==> config.mk <==
export PLATFORM = sky130hd
export DESIGN_NAME = tcw_lin_addr
export DESIGN_NICKNAME = d
export VERILOG_FILES = /design/src/sv/tcw_lin_addr.sv
export SDC_FILE = /design/constraint.sdc
export NUM_CORES = 1
export LEC_CHECK = 0
export ABC_AREA = 1
export BUFFER_PORTS_ARGS = -buffer_cell sky130_fd_sc_hd__buf_4
export CAP_MARGIN = 40
export CORE_AREA = 5 5 42 44
export DETAILED_ROUTE_END_ITERATION = 12
export DIE_AREA = 0 0 47 49
export SLEW_MARGIN = 20
export SYNTH_ARGS = -nofsm -noshare
export SYNTH_HDL_FRONTEND = slang
export SYNTH_SLANG_ARGS = --single-unit
==> constraint.sdc <==
create_clock -name vclk -period 3.6
set_input_delay 0 -clock vclk [all_inputs]
set_output_delay 0 -clock vclk [all_outputs]
set_load 0.01 [all_outputs]
==> src/sv/tcw_lin_addr.sv <==
// Shared address unit: linear cell index from column and row.
module tcw_lin_addr #(
    parameter int NUM_COLS = 80,
    parameter int CW       = 7,
    parameter int RW       = 5,
    parameter int AW       = 11
) (
    input  logic [CW-1:0] i_col,
    input  logic [RW-1:0] i_row,
    output logic [AW-1:0] o_lin
);

    logic [AW-1:0] w_prod;

    // Row times a constant width, then add the column
    assign w_prod = AW'(i_row) * AW'(NUM_COLS);
    assign o_lin  = w_prod + AW'(i_col);

endmodule

==> flow_summary_export.csv <==
group,metric,value,unit
detailed_routing,wl_per_cell,9.52,um
final_layout,area_growth,27.8,%
synthesis,synth_compound_area_frac,0.0136,
synthesis,synth_top_family_by_area,"adder cells",
synthesis,synth_top_area_frac,0.305,
timing,finalCritPeriodShare,0.485,
die,dieArea,0.00230,mm2
setup_path,critPathLaunchType,"input pin",
final_layout,final_cell_area,472,um2
timing,rsz0062_at_grt,"no",
synthesis,synth_area,369,um2
clock_tree,cts_resized,0,
synthesis,muxShareOfSynthArea,0,
die,std_cell_rows,14,
final_layout,fillCellCount,161,
synthesis,synthCells,55,
detailed_routing,wl,781,um
detailed_routing,vias,363,
placement,dpl.hpwl,719,um
synthesis,yosysUniqueCellTypes,12,
synthesis,yosysWarnings,0,
synthesis,ys_seq_area_frac,0,
timing,fin_hold_ws,0.00000445,ns
placement,routabilityCongestion,0.690,
power,power,0.0000992,W
timing,fin_tns_setup,0,ns
grt,grt_overflow_total,0,
final_layout,ff_latch_area,0,um2
final_layout,multi_input_area,313,um2
setup_path,required,3.60,ns
synthesis,synth_xor_area_frac,0.0712,
detailed_routing,drt_pass1_iterations,2,
synthesis,syn_area_per_cell,6.71,um2
clock_tree,post_cts_buffers,0,
synthesis,synth_common_cells,"17 x nand2_1, 9 x ha_1, 9 x nand3_1",
synthesis,synth_largest_area_cell,"ha_1",
worst_hold_path,hold_path.class,"input pin to output pin",
final_layout,layout.nets,91,
synthesis,ys_top_cells_by_area,"ha_1 31%, nand2_1 17%, nand3_1 12%",
detailed_routing,drt_iter0_drc,3,
outcome,status,"completed",
final_layout,nFlopsAndLatches,0,
power,p_per_area,210,mW/mm2
grt,grt_pass1_wl,1.25,mm
clock_tree,postCtsHoldBufs,0,
timing,finalSetupViolCount,0,
synthesis,syn_nets,78,
die,die_w,47,um
synthesis,synth.most_common_cell,"nand2_1",
final_layout,n_clock_buffer,0,
job,drv_cap,0,
placement,placed_area,472,um2
final_layout,diodes,0,
die,core_area,0.00140,mm2
setup_path,endpoint_kind,"output pin",
die,initial_utilization,0.263,
grt,antenna_found_initial,0,
setup_path,worstSetupPathType,"input pin to output pin",
die,io_pins,23,
timing,tightest_slew,0.173,ns
setup_path,path_max_fanout,4,
power,p_leak,0.274,nW
placement,io_buffers,15,
grt,grt_max_degree,7,
die,die_y,49,um
timing,period_minus_slack,1.75,ns
grt,grt_use_total,0.0654,
timing,finalHoldViolations,0,
timing,slew_headroom,0.885,
grt,grt_pass1_vias,316,
synthesis,synth_simple_gate_area_frac,0.349,
detailed_routing,vias_per_cell,4.43,
power,ir_drop,129,uV
detailed_routing,ant_nets,0,
final_layout,layout-drive-gt1-share,0.242,
timing,finalMaxSlewViolations,0,
synthesis,synthAdderAreaFrac,0.414,
detailed_routing,route.detailed.drc,0,
setup_path,critPathArrivalTime,1.75,ns
final_layout,fin_util,0.337,
timing,fmax,0.572,GHz
## stage by stage
stage | std cells | setup WS [ns]
after floorplan | 55 | 2.15
after global placement | 82 | 1.84
after detailed placement | 82 | 1.84
after CTS | 82 | 1.83
after global routing | 82 | 1.70
final | 82 | 1.85
## per-layer routing
layer  up-vias  track usage  share of wire
li1        199            -              -
met1       157       0.0919           0.46
met2         7        0.111           0.49
met3         0      0.00738          0.056
met4         0            0              0
met5         -            0              0
## power by group
| group | internal [W] | switching [W] |
|---|---|---|
| registers | 0 | 0 |
| clock network | 0 | 0 |
| logic | 0.0000494 | 0.0000499 |
| total | 0.0000494 | 0.0000499 |
## kinds of logic after synthesis
family                   Yosys count
AO/OA/AOI/OAI                      1
XOR/XNOR                           3
adder cells (fa/ha/maj)           11
buffers and inverters             11
AND/OR/NAND/NOR                   29
## final cells by class
| type | count | area share |
|---|---|---|
| Multi-Input combinational cell | 44 | 0.663 |
| Inverter | 7 | 0.0557 |
| Timing Repair Buffer | 15 | 0.239 |
| Tap cell | 16 | 0.0424 |
## worst max-delay path, cell delays in order
cell and delay (ns):
buf_4 0.13, ha_1 0.28, ha_1 0.22, fa_1 0.54
nand2_1 0.07, inv_1 0.10, nand3_1 0.08, nor2_1 0.10
nand3_1 0.07, nand2_1 0.06, buf_4 0.11
## placed cells by master (no fill, tap or decap)
master	count
xor2_1	2
fa_1	2
nand4_1	1
nand2_1	17
inv_1	7
nand3_1	9
buf_4	15
ha_1	9
xnor2_1	1
nor2_1	1
a21oi_1	1
nand3_2	1
## path summary, 6_finish.rpt
path	start	to	cells past startpoint
setup / recovery	i_row[1]	o_lin[10]	11
hold / removal	i_col[2]	o_lin[2]	0
Power figures use the tool's default switching activity.
